`config.mk`:
```
export PLATFORM = sky130hd
export DESIGN_NAME = tqle_ctrl
export DESIGN_NICKNAME = d
export VERILOG_FILES = /design/src/hw/rtl/tabular_q_learning_engine_defines.svh /design/src/hw/rtl/tqle_pkg.sv /design/src/hw/rtl/tqle_ctrl.sv
export SDC_FILE = /design/constraint.sdc
export NUM_CORES = 1
export LEC_CHECK = 0
export BUFFER_PORTS_ARGS = -buffer_cell sky130_fd_sc_hd__buf_4
export CAP_MARGIN = 20
export CORE_AREA = 2 2 39 41
export CTS_CLUSTER_SIZE = 12
export DETAILED_ROUTE_END_ITERATION = 6
export DIE_AREA = 0 0 41 43
export GPL_TIMING_DRIVEN = 0
export PLACE_DENSITY = 0.73
export SKIP_CTS_REPAIR_TIMING = 1
export SYNTH_ARGS = -nofsm -noshare
export SYNTH_HDL_FRONTEND = slang
export SYNTH_SLANG_ARGS = --single-unit
```
`constraint.sdc`:
```
create_clock -name clk -period 2.1 [get_ports clk]
set_clock_uncertainty 0.2 [all_clocks]
set_input_delay 0.105 -clock clk [delete_from_list [all_inputs] [get_ports clk]]
set_output_delay 0.105 -clock clk [all_outputs]
set_load 0.05 [all_outputs]
```
`src/hw/rtl/tabular_q_learning_engine_defines.svh`:
```
// ----------------------------------------------------------------------------
// Tabular Q-learning engine: assertion macros
// Shared property wrappers, sampled on clk and disabled while rst_n is low.
// ----------------------------------------------------------------------------
`ifndef TABULAR_Q_LEARNING_ENGINE_DEFINES_SVH
`define TABULAR_Q_LEARNING_ENGINE_DEFINES_SVH

// Consequent must hold in the same cycle as the antecedent
`define TQLE_ASSERT_SAME(name, ante, cons, msg) \
    name: assert property (@(posedge clk) disable iff (!rst_n) (ante) |-> (cons)) \
        else $error(msg);

// Consequent must hold in the cycle after the antecedent
`define TQLE_ASSERT_NEXT(name, ante, cons, msg) \
    name: assert property (@(posedge clk) disable iff (!rst_n) (ante) |=> (cons)) \
        else $error(msg);

`endif

```
`src/hw/rtl/tqle_pkg.sv`:
```
// ----------------------------------------------------------------------------
// tqle_pkg
// Constants, types and helper functions shared by the Q-learning engine.
// ----------------------------------------------------------------------------
package tqle_pkg;

    // Table geometry
    localparam int NUM_ACTIONS = 4;
    localparam int GRID_WIDTH  = 16;
    localparam int GRID_HEIGHT = 16;
    localparam int CELLS       = GRID_WIDTH * GRID_HEIGHT;
    localparam int CELL_W      = (CELLS > 1) ? $clog2(CELLS) : 1;
    localparam int LANE_W      = $clog2(NUM_ACTIONS);
    localparam int TIE_W       = $clog2(NUM_ACTIONS + 1);

    // Field widths
    localparam int COORD_W = 4;
    localparam int ACT_W   = 2;
    localparam int VAL_W   = 16;
    localparam int FRAC_W  = 16;
    localparam int ROW_W   = NUM_ACTIONS * VAL_W;

    // Arithmetic widths
    localparam int GM_W  = 2 * VAL_W + 1;    // discount * max
    localparam int TD_W  = 2 * VAL_W + 3;    // td in Q.16
    localparam int TL_W  = 17;               // low slice of td
    localparam int TH_W  = TD_W - TL_W;      // high slice of td
    localparam int LO_W  = FRAC_W + TL_W;
    localparam int HI_W  = FRAC_W + 1 + TH_W;
    localparam int ACC_W = 53;               // old * 2^32 + lr * td
    localparam int Q_W   = ACC_W - 2 * FRAC_W;

    // Tie breaker
    localparam int               LFSR_W     = 16;
    localparam logic [LFSR_W-1:0] LFSR_SEED = 16'hACE1;
    localparam int               DIGIT_W    = 4;
    localparam int               MOD_STEPS  = LFSR_W / DIGIT_W;
    localparam int               MOD_STEP_W = $clog2(MOD_STEPS);
    localparam int               CNT_W      = (LANE_W > MOD_STEP_W) ? LANE_W : MOD_STEP_W;

    // Configuration registers
    localparam int CFG_IDX_W  = 1;
    localparam int CFG_DATA_W = 16;
    localparam logic [CFG_IDX_W-1:0]  CFG_DISCOUNT       = 1'd0;
    localparam logic [CFG_IDX_W-1:0]  CFG_LEARN_RATE     = 1'd1;
    localparam logic [CFG_DATA_W-1:0] DISCOUNT_RESET     = 16'd58982;
    localparam logic [CFG_DATA_W-1:0] LEARN_RATE_RESET   = 16'd6554;

    // Command codes
    localparam logic CMD_CHOOSE = 1'b0;
    localparam logic CMD_UPDATE = 1'b1;

    typedef struct packed {
        logic                      command;
        logic [COORD_W-1:0]        cell_x;
        logic [COORD_W-1:0]        cell_y;
        logic [ACT_W-1:0]          taken_action;
        logic [COORD_W-1:0]        next_x;
        logic [COORD_W-1:0]        next_y;
        logic signed [VAL_W-1:0]   reward;
    } req_t;

    typedef struct packed {
        logic [ACT_W-1:0]          chosen_action;
        logic signed [VAL_W-1:0]   old_value;
    } res_t;

    // Datapath operations issued by the controller
    typedef enum logic [3:0] {
        OP_NONE,
        OP_LOAD,
        OP_RD_CUR,
        OP_LATCH_CUR,
        OP_RD_NXT,
        OP_LATCH_NXT,
        OP_SCAN,
        OP_MOD,
        OP_PICK,
        OP_MUL1,
        OP_TD,
        OP_MUL2,
        OP_MUL3,
        OP_WB,
        OP_OUT
    } dp_op_t;

    typedef struct packed {
        dp_op_t              op;
        logic [LANE_W-1:0]   lane;
        logic                first;
    } dp_cmd_t;

    typedef struct packed {
        logic is_update;
        logic act_ok;
        logic out_busy;
    } dp_stat_t;

    // Row address of a grid cell, coordinates clamped to the grid
    function automatic logic [CELL_W-1:0] cell_addr(input logic [COORD_W-1:0] x,
                                                    input logic [COORD_W-1:0] y);
        int unsigned cx;
        int unsigned cy;
        cx = 32'(x);
        cy = 32'(y);
        if (cx >= GRID_WIDTH)
        begin
            cx = GRID_WIDTH - 1;
        end
        if (cy >= GRID_HEIGHT)
        begin
            cy = GRID_HEIGHT - 1;
        end
        return CELL_W'(cx * GRID_HEIGHT + cy);
    endfunction

    // Fibonacci LFSR, taps 16,14,13,11
    function automatic logic [LFSR_W-1:0] lfsr_step(input logic [LFSR_W-1:0] l);
        logic fb;
        fb = l[0] ^ l[2] ^ l[3] ^ l[5];
        return {fb, l[LFSR_W-1:1]};
    endfunction

endpackage

```
`src/hw/rtl/tqle_ctrl.sv`:
```
// ----------------------------------------------------------------------------
// tqle_ctrl
// Command sequencer: walks each transaction through read, scan, tie pick or
// update arithmetic, write-back and result hand-off.
// ----------------------------------------------------------------------------
module tqle_ctrl import tqle_pkg::*; (
    input  logic     clk,
    input  logic     rst_n,
    input  logic     req_valid,
    output logic     req_ready,
    input  dp_stat_t stat,
    output dp_cmd_t  cmd
);

    typedef enum logic [3:0] {
        S_IDLE,
        S_RD_CUR,
        S_LATCH_CUR,
        S_RD_NXT,
        S_LATCH_NXT,
        S_SCAN,
        S_MOD,
        S_PICK,
        S_MUL1,
        S_TD,
        S_MUL2,
        S_MUL3,
        S_WB,
        S_DONE
    } state_t;

    localparam logic [CNT_W-1:0] LANE_LAST = CNT_W'(NUM_ACTIONS - 1);
    localparam logic [CNT_W-1:0] MOD_LAST  = CNT_W'(MOD_STEPS - 1);

    state_t            state_reg;
    state_t            state_next;
    logic [CNT_W-1:0]  cnt_reg;
    logic [CNT_W-1:0]  cnt_next;
    logic              ready_reg;
    logic              ready_next;

    assign req_ready = ready_reg;

    // Next state and datapath command
    always_comb
    begin
        state_next = state_reg;
        cnt_next   = cnt_reg;
        ready_next = ready_reg;
        cmd.op     = OP_NONE;
        cmd.lane   = cnt_reg[LANE_W-1:0];
        cmd.first  = (cnt_reg == '0);

        unique case (state_reg)
            S_IDLE:
            begin
                if (req_valid && ready_reg)
                begin
                    cmd.op     = OP_LOAD;
                    ready_next = 1'b0;
                    state_next = S_RD_CUR;
                end
            end
            S_RD_CUR:
            begin
                cmd.op     = OP_RD_CUR;
                state_next = S_LATCH_CUR;
            end
            S_LATCH_CUR:
            begin
                cmd.op   = OP_LATCH_CUR;
                cnt_next = '0;
                if (!stat.is_update)
                begin
                    state_next = S_SCAN;
                end
                else if (stat.act_ok)
                begin
                    state_next = S_RD_NXT;
                end
                else
                begin
                    state_next = S_DONE;
                end
            end
            S_RD_NXT:
            begin
                cmd.op     = OP_RD_NXT;
                state_next = S_LATCH_NXT;
            end
            S_LATCH_NXT:
            begin
                cmd.op     = OP_LATCH_NXT;
                state_next = S_SCAN;
            end
            S_SCAN:
            begin
                cmd.op = OP_SCAN;
                if (cnt_reg == LANE_LAST)
                begin
                    cnt_next   = '0;
                    state_next = stat.is_update ? S_MUL1 : S_MOD;
                end
                else
                begin
                    cnt_next = cnt_reg + 1'b1;
                end
            end
            S_MOD:
            begin
                cmd.op = OP_MOD;
                if (cnt_reg == MOD_LAST)
                begin
                    cnt_next   = '0;
                    state_next = S_PICK;
                end
                else
                begin
                    cnt_next = cnt_reg + 1'b1;
                end
            end
            S_PICK:
            begin
                cmd.op = OP_PICK;
                if (cnt_reg == LANE_LAST)
                begin
                    cnt_next   = '0;
                    state_next = S_DONE;
                end
                else
                begin
                    cnt_next = cnt_reg + 1'b1;
                end
            end
            S_MUL1:
            begin
                cmd.op     = OP_MUL1;
                state_next = S_TD;
            end
            S_TD:
            begin
                cmd.op     = OP_TD;
                state_next = S_MUL2;
            end
            S_MUL2:
            begin
                cmd.op     = OP_MUL2;
                state_next = S_MUL3;
            end
            S_MUL3:
            begin
                cmd.op     = OP_MUL3;
                state_next = S_WB;
            end
            S_WB:
            begin
                cmd.op     = OP_WB;
                state_next = S_DONE;
            end
            S_DONE:
            begin
                // hand result over once the output register is free
                if (!stat.out_busy)
                begin
                    cmd.op     = OP_OUT;
                    ready_next = 1'b1;
                    state_next = S_IDLE;
                end
            end
            default:
            begin
                state_next = S_IDLE;
                ready_next = 1'b1;
            end
        endcase
    end

    // State and registered outputs
    always_ff @(posedge clk or negedge rst_n)
    begin
        if (!rst_n)
        begin
            state_reg <= S_IDLE;
            cnt_reg   <= '0;
            ready_reg <= 1'b1;
        end
        else
        begin
            state_reg <= state_next;
            cnt_reg   <= cnt_next;
            ready_reg <= ready_next;
        end
    end

endmodule

```
# [After elaboration in Yosys (flattened, before gate mapping)]
# Index checks and enable logic that the tools add are counted.
[word_totals] wordCells=49 regBits=7 out_inout_bits=8 input_bits=6
[classes] n_bitwise=1 n_reduce_logical=8 eq_ne=19 addsub=1 mux=17
[op_table] operator="$pmux 4 s14" count=2
[op_table] operator="$mux 4" count=9
[op_table] operator="$eq 4x4->1 const B" count=6
[op_table] operator="$eq 4x3->1 const B" count=4
[op_table] operator="$reduce_or 12->1" count=1
[op_table] operator="$ne 2x2->1 const B" count=5
[op_table] operator="$eq 4x2->1 const B" count=2
[op_table] operator="$reduce_and 5->1" count=1
[op_table] operator="$eq 4x1->1 const B" count=1
[op_table] operator="$logic_not 4->1" count=1
[op_table] operator="$pmux 2 s2" count=1
[op_table] operator="$mux 1" count=3
[op_table] operator="$pmux 1 s3" count=1
[op_table] operator="$reduce_and 3->1" count=1
[op_table] operator="$reduce_or 3->1" count=1
[op_table] operator="$add 2x1->2 const B" count=1
[op_table] operator="$eq 2x2->1 const B" count=1
[op_table] operator="$logic_not 2->1" count=1
[op_table] operator="$mux 2" count=1
[op_table] operator="$reduce_bool 2->1" count=1
[op_table] operator="$logic_and 1x1->1" count=1
[op_table] operator="$not 1->1" count=1

# [Depth between registers and ports, before layout]
# Gate-level depths: netlist of the first run.
[depth] word_depth=4 mapped_depth=6

# [Worst setup path after synthesis of the first run]
# OpenSTA, ideal clock, no wires.
[synth_path] path_type="register to output" start="reg ready_reg (netlist: req_ready)" end="out cmd[3] (netlist bit)" path_buffers=0 t_arrival_ns=2.076 setup_slack_ns=-0.281 path_stages_with_launch=3 cell_sequence="dfstp_2 -> a21oi_1 -> a221oi_1"
[synth_lines] item="start: declaration" line_no="tqle_ctrl.sv:39" text="logic ready_reg;"
[synth_lines] item="start signal: assignment" line_no="tqle_ctrl.sv:191" text="ready_reg <= ready_next;"
[synth_lines] item="end: declaration" line_no="tqle_ctrl.sv:12" text="output dp_cmd_t cmd"

==> impl_results.md, run 1 <==
- Outcome: finished clean
- Max reg flops: 4
- Arr. time, crit path: 1.62 ns
- Final instance area: 802.0 sq um
- Crit. path cell count: 4
- Global-route wire length before repair: 2504 microns
- Hold path start: stat[1]
- CP bufs+invs: 2
- Crit. Startpoint: state_reg[3]
- Avg Cell Area, Syn: 7.832 sq um
- Boundary Pins: 14
- Clk buf depth: 2
- Area contributors post-synth: dfrtp_1, nand2_1, a21oi_1
- Slew of the pin with the lowest slew margin: 0.4319 ns
- DR WL/cell: 13.50 microns
- GRT overflow: 0
- Reg2reg path depth: 4
- Layout cells sized above 1: 29.59%
- Period Utilization, post-route: ~90%
- Top post-synthesis cells by count: nand2_1, a21oi_1, dfrtp_1
- Max-cap check violation count: 0
- Top_reg_cell synth: dfrtp_1
- Routing usage on met2: around 29%
- Crit start category: flop
- CTS H-tree lvls: 1
- Total die area: 1763 sq um
- Delay-heaviest family, CP: buffers and inverters
- DP HPWL: 1069 microns
- Top Usage Layer GRT: met1
- Global Route met1 Usage: 30.56%
- Sequence of cells on the critical path: clkbuf_1 > and2_2 > a221oi_2 > buf_4
- Die H: 43 microns
- CP Capture Type: output port
- Starting density of the core: a little over two fifths
- R2R Path Start: state_reg[3]
- Core Rows: 14
- Setup violators final: 0
- Port buffer count: 13
- Fin Setup TNS: 0 ns
- Hold depth: 4
- CP peak stage delay: about 0.35 ns
- RSZ-0062 raised after global routing: no
- Final nets: around 110
- Fill cells: 127
- Number of buffers created by CTS: 3
- Die Span X: 41 microns
- Slew Viols, Final: 0
- CTS root buf: clkbuf_4
- Register area: 176.4 sq um
- First-pass DRT Iterations: 4
- Vias in the first global route: approximately 560
- Slowest cell on crit path: dfrtp_1
- Dpl cell area: 732.0 sq um
- Global placement routability congestion: 0.8401
- Core area: approximately 1400 sq um
- Power, Total: 0.0002825 W
- Critical path fanouts, max: 9
- Routed WL: 1539 microns
- Drt drc: 0
- Critical path required time: roughly 1.8 ns
- Tot GR Track Use: 20.39%
- Tmin final: between 1.5 and 2 ns
- Crit path kind: reg2out
- Slew HR: 71.10%
- Sequential area share after synthesis: 29.25%
- Mapped Cells: 77
- Fmax: 519.5 MHz
- TritonCTS Sinks: 7
- EDFF count, synth: 0
- Met3 Use GR: 4.712%
- Syn Nets: 85
- Share of flip-flops with an asynchronous set or reset: 100.0%
- Synth area leader: dfrtp_1
- Final ANT Viol Nets: 0
- Maximum number of pins on one net before global-route repair: 11
- Vias per cell: 5.833
- Most frequent cell after synthesis: nand2_1
- Netlist cell types: 34
- Hold Crit Class: in2reg
- Fin. Hold Viols: 0
- Area Growth Syn to Fin: 32.99%
- DRT iter0 DRCs: 32
- Worst-skew pair later-pin latency: 0.25 ns
- Synthesized flop and latch total: 7
- Clock transition at the registers of the reported paths: around 0.06 ns
- Synthesized area: 603.1 sq um
- PD cells: 352.2 nW/um^2
- Vias: 665
- Worst vdd ir: ~0.00044 V
- Share of the synthesized area in the top cell type: about a quarter
- Synth Warn #: 0
- Multi-input logic area: 384.1 sq um
- Leakage power: 0.3602 nW
- Antenna cell count: 0
- Initial antenna violation count: 0
- CTS tree: built
[per-layer routing]
layer / vias to the layer above / part of all wire, %
met4: 0 / 0.97
met5: - / 0
li1: 320 / -
met2: 31 / 48
met1: 312 / 43
met3: 2 / 8.0
[power breakdown]
group	internal (W)	switching [W]
Combinational	0.0000128	0.00000929
Clock	0.0000699	0.0000556
Sequential	0.000135	0
Total	0.000218	0.0000649
[metrics by stage]
stage | utilization [%] | hold slack (ns) | instances | setup slack (ns)
CTS | 54.88 | -0.5536 | 110 | 0.09218
global placement | 52.89 | -0.2797 | 106 | 0.2145
detailed placement | 52.89 | -0.2787 | 106 | 0.1955
finish | 57.96 | 0.03381 | 114 | 0.1750
floorplan | - | -0.3906 | 77 | -0.1765
global route | 57.96 | 0.07426 | 114 | 0.01953
[cell type report]
class                           instances  area share, %
Multi-Input combinational cell         58          47.89
Sequential cell                         7          22.00
Timing Repair Buffer                   17          17.16
Buffer                                  6          4.212
Clock buffer                            3          2.808
Inverter                                6          2.808
Tap cell                               16          2.496
Clock inverter                          1         0.6240
[worst reg2reg max path: stages (launching register included)]
cell and delay, ns:
dfrtp_1 0.35, clkbuf_1 0.20, or4_4 0.59, nand3_2 0.12, mux2_1 0.33
[cell usage in the layout (no fill, tap or decap), types with 2 or more instances in the layout]
master	instances
o21ai_1	5
clkbuf_1	2
dfrtp_1	6
nand2_1	10
buf_4	13
mux2_1	2
nor2_1	3
clkbuf_2	2
inv_1	5
clkbuf_4	3
nand3b_1	4
dlygate4sd3_1	4
a211oi_1	3
a21oi_1	7
ha_1	2
o21ai_0	3
[worst paths after layout]
check                      slack, ns            to
min in group asynchronous       0.53    cnt_reg[1]
max in group asynchronous       0.33  state_reg[1]
setup reg to reg                0.19  state_reg[2]
setup / recovery                0.18        cmd[3]
hold reg to reg                 0.34    cnt_reg[0]
hold / removal                  0.03  state_reg[3]
[cell families after synthesis]
family,synth area share [%]
simple gates,25.52
fa+ha+maj,4.149
flops,29.25
compound gates,28.42
mux,3.734
buf+inv,8.919
Power figures use the tool's default switching activity.
==> run 2, diff against run 1 <==
Settings changed: CELL_PAD_IN_SITES_DETAIL_PLACEMENT set to 1, CELL_PAD_IN_SITES_GLOBAL_PLACEMENT set to 1, CORE_AREA 2 2 39 41 to not set, CORE_MARGIN set to 2, CORE_UTILIZATION set to 39, CTS_BUF_LIST set to sky130_fd_sc_hd__clkbuf_8, DIE_AREA 0 0 41 43 to not set, PLACE_DENSITY 0.73 to 0.84.
==> run 2 against run 1 <==
Effect of this change:
- first-iteration DRC count down 75%
- highest routed layer is now met3
- setup slack worse by 0.056 ns
- worst hold slack got worse by 0.0028 ns
- flip-flop and latch count is the same
==> impl_results.md, run 2 (synthesis gave the netlist of run 1 again) <==
- Outcome: finished clean (unchanged)
- Fill cells: 180 (was 127)
- Final nets: 104 (was 107)
- Critical path required time: 1.79 ns (about the same)
- Vias: 644 (was 665)
- Period Utilization, post-route: 94.36% (was 91.67%)
- Max reg flops: 4 (unchanged)
- Worst vdd ir: 0.0007577 V (was 0.0004417 V)
- DR WL met3: 17 microns (was 123 microns)
- Multi-input logic area: 384.1 sq um (unchanged)
- Switch Pwr: 0.00005883 W (was 0.00006486 W)
- Tot GR Track Use: 19.57% (was 20.39%)
- Worst-skew pair later-pin latency: 0.22 ns (was 0.25 ns)
- Starting density of the core: 40.99% (was 43.58%)
- Global placement routability congestion: 0.8051 (was 0.8401)
- Core Rows: 14 (unchanged)
- Layout cells sized above 1: 28.42% (was 29.59%)
- Maximum number of pins on one net before global-route repair: 11 (unchanged)
- Setup violators final: 0 (unchanged)
- Die H: 43.33 microns (was 43 microns)
- Vias per cell: 5.802 (was 5.833)
- Tmin final: 1.981 ns (was 1.925 ns)
- Vias in the first global route: 622 (was 563)
- Slew HR: 70.05% (was 71.10%)
- Crit start category: flop (unchanged)
- Critical path fanouts, max: 10 (was 9)
- CTS H-tree lvls: 1 (unchanged)
- Routed WL: 1719 microns (was 1539 microns)
- Final ANT Viol Nets: 0 (unchanged)
- Internal: 0.0002705 W (was 0.0002177 W)
- Max-cap check violation count: 0 (unchanged)
- PD cells: 417.7 nW/um^2 (was 352.2 nW/um^2)
- DP HPWL: 1276 microns (was 1069 microns)
- DR WL met2: 873 microns (was 733 microns)
- Top sig layer: met3 (was met4)
- Clock share of power: 53.4% (was 44.4%)
- Leakage power: 0.3534 nW (was 0.3602 nW)
- CTS tree: built (unchanged)
- Slew Viols, Final: 0 (unchanged)
- Wl on met1: 828 microns (was 666 microns)
- Die Span X: 43.33 microns (was 41 microns)
- DR WL/cell: 15.49 microns (was 13.50 microns)
- Fin. Hold Viols: 0 (unchanged)
- Number of buffers created by CTS: 3 (unchanged)
- Leading cell types in the layout, fill and taps excluded: buf_4, nand2_1, a21oi_1, inv_1, dfrtp_1 (was buf_4, nand2_1, a21oi_1, dfrtp_1)
- Total die area: 1877 sq um (was 1763 sq um)
- Arr. time, crit path: 1.68 ns (was 1.62 ns)
- Antenna cell count: 0 (unchanged)
- GRT overflow: 0 (unchanged)
- Initial antenna violation count: 0 (unchanged)
- Combinational share of power: 5.4% (was 7.8%)
- Most common cell after layout, fill and taps aside: buf_4 (unchanged)
- Clock transition at the registers of the reported paths: 0.04 ns (was 0.06 ns)
- Slew of the pin with the lowest slew margin: 0.4493 ns (was 0.4319 ns)
- Core area: 1471 sq um (was 1384 sq um)
- RSZ-0062 raised after global routing: no (unchanged)
- Fmax: 504.7 MHz (was 519.5 MHz)
- Fin util: 53.57% (was 57.96%)
- DRT iter0 DRCs: 8 (was 32)
- CP Capture Type: output port (unchanged)
- Hold Crit Class: in2async (was in2reg)
- CTS root buf: clkbuf_8 (was clkbuf_4)
- Global-route wire length before repair: 2822 microns (was 2504 microns)
- Port buffer count: 13 (unchanged)
- TritonCTS Sinks: 7 (unchanged)
- Switching share of power: 17.87% (was 22.96%)
- First-pass DRT Iterations: 4 (unchanged)
- Boundary Pins: 14 (unchanged)
- Drt drc: 0 (unchanged)
- Register area: 176.4 sq um (unchanged)
- Crit path kind: reg2out (unchanged)
- Area Growth Syn to Fin: 30.71% (was 32.99%)
- Sequential power share: 41.2% (was 47.8%)
- Power, Total: 0.0003293 W (was 0.0002825 W)
- Clk buf depth: 2 (unchanged)
==> run 2: cell types whose count changed in the layout (fill, tap and decap cells not counted), sizes merged <==
cell and delta:
dlygate4sd3 -3, inv +1, clkinv -1
==> run 2: layout make-up <==
type / count / area share [%]
buffer: 6 / 4.127
clock buffer: 3 / 5.238
clock inverter: 1 / 0.4762
inverter: 6 / 2.857
multi-input combinational: 58 / 48.73
sequential: 7 / 22.38
tap: 16 / 2.540
timing repair buffer: 14 / 13.65
==> run 2: stage by stage <==
| step | std cells | worst slack, ns | area, sq um | setup TNS [ns] | hold slack (ns) |
|---|---|---|---|---|---|
| 2_1_floorplan | 77 | -0.1765 | 614.3 | -0.1765 | -0.3906 |
| 3_3_place_gp | 106 | 0.2106 | 732.0 | 0 | -0.2825 |
| 3_5_place_dp | 106 | 0.1883 | 732.0 | 0 | -0.2803 |
| 4_1_cts | 110 | 0.07534 | 777.0 | 0 | -0.5136 |
| 5_1_grt | 111 | 0.02782 | 788.3 | 0 | 0.03642 |
| 6_report | 111 | 0.1185 | 788.3 | 0 | 0.03100 |
==> run 2: critical path, stage by stage (launching register included) <==
cell	delay, ns
dfrtp_1	0.43
clkbuf_1	0.38
nor2_1	0.17
a221oi_2	0.25
buf_4	0.23
==> run 2: per-layer routing <==
metal  global-route usage (%)  up-vias
met5                        0        -
met2                    33.13        8
met1                    27.11      316
met4                    3.030        0
met3                    2.553        0
li1                         -      320
==> run 2: path summary, 6_finish.rpt <==
kind                            slack (ns)          from      endpoint  depth (start not counted)
worst max-delay path                  0.12  state_reg[1]        cmd[3]                          4
worst min-delay path                  0.03         rst_n    cnt_reg[1]                          2
worst max register to register        0.17    cnt_reg[0]  state_reg[1]                          4
worst min register to register        0.35     req_ready     req_ready                          2
max in group asynchronous             1.47         rst_n     req_ready                          2
min in group clk                      0.05     req_valid     req_ready                          4
==> run 2: power groups by stage <==
| stage | registers, W | logic (W) | clock network (W) |
|---|---|---|---|
| finish | 0.000136 | 0.0000178 | 0.000176 |
| global route | 0.000136 | 0.0000196 | 0.000187 |
| CTS | 0.000136 | 0.0000165 | 0.000180 |
| detailed placement | 0.000137 | 0.0000162 | 0 |
| global placement | 0.000137 | 0.0000156 | 0 |
| floorplan | 0.000137 | 0.00000323 | 0 |
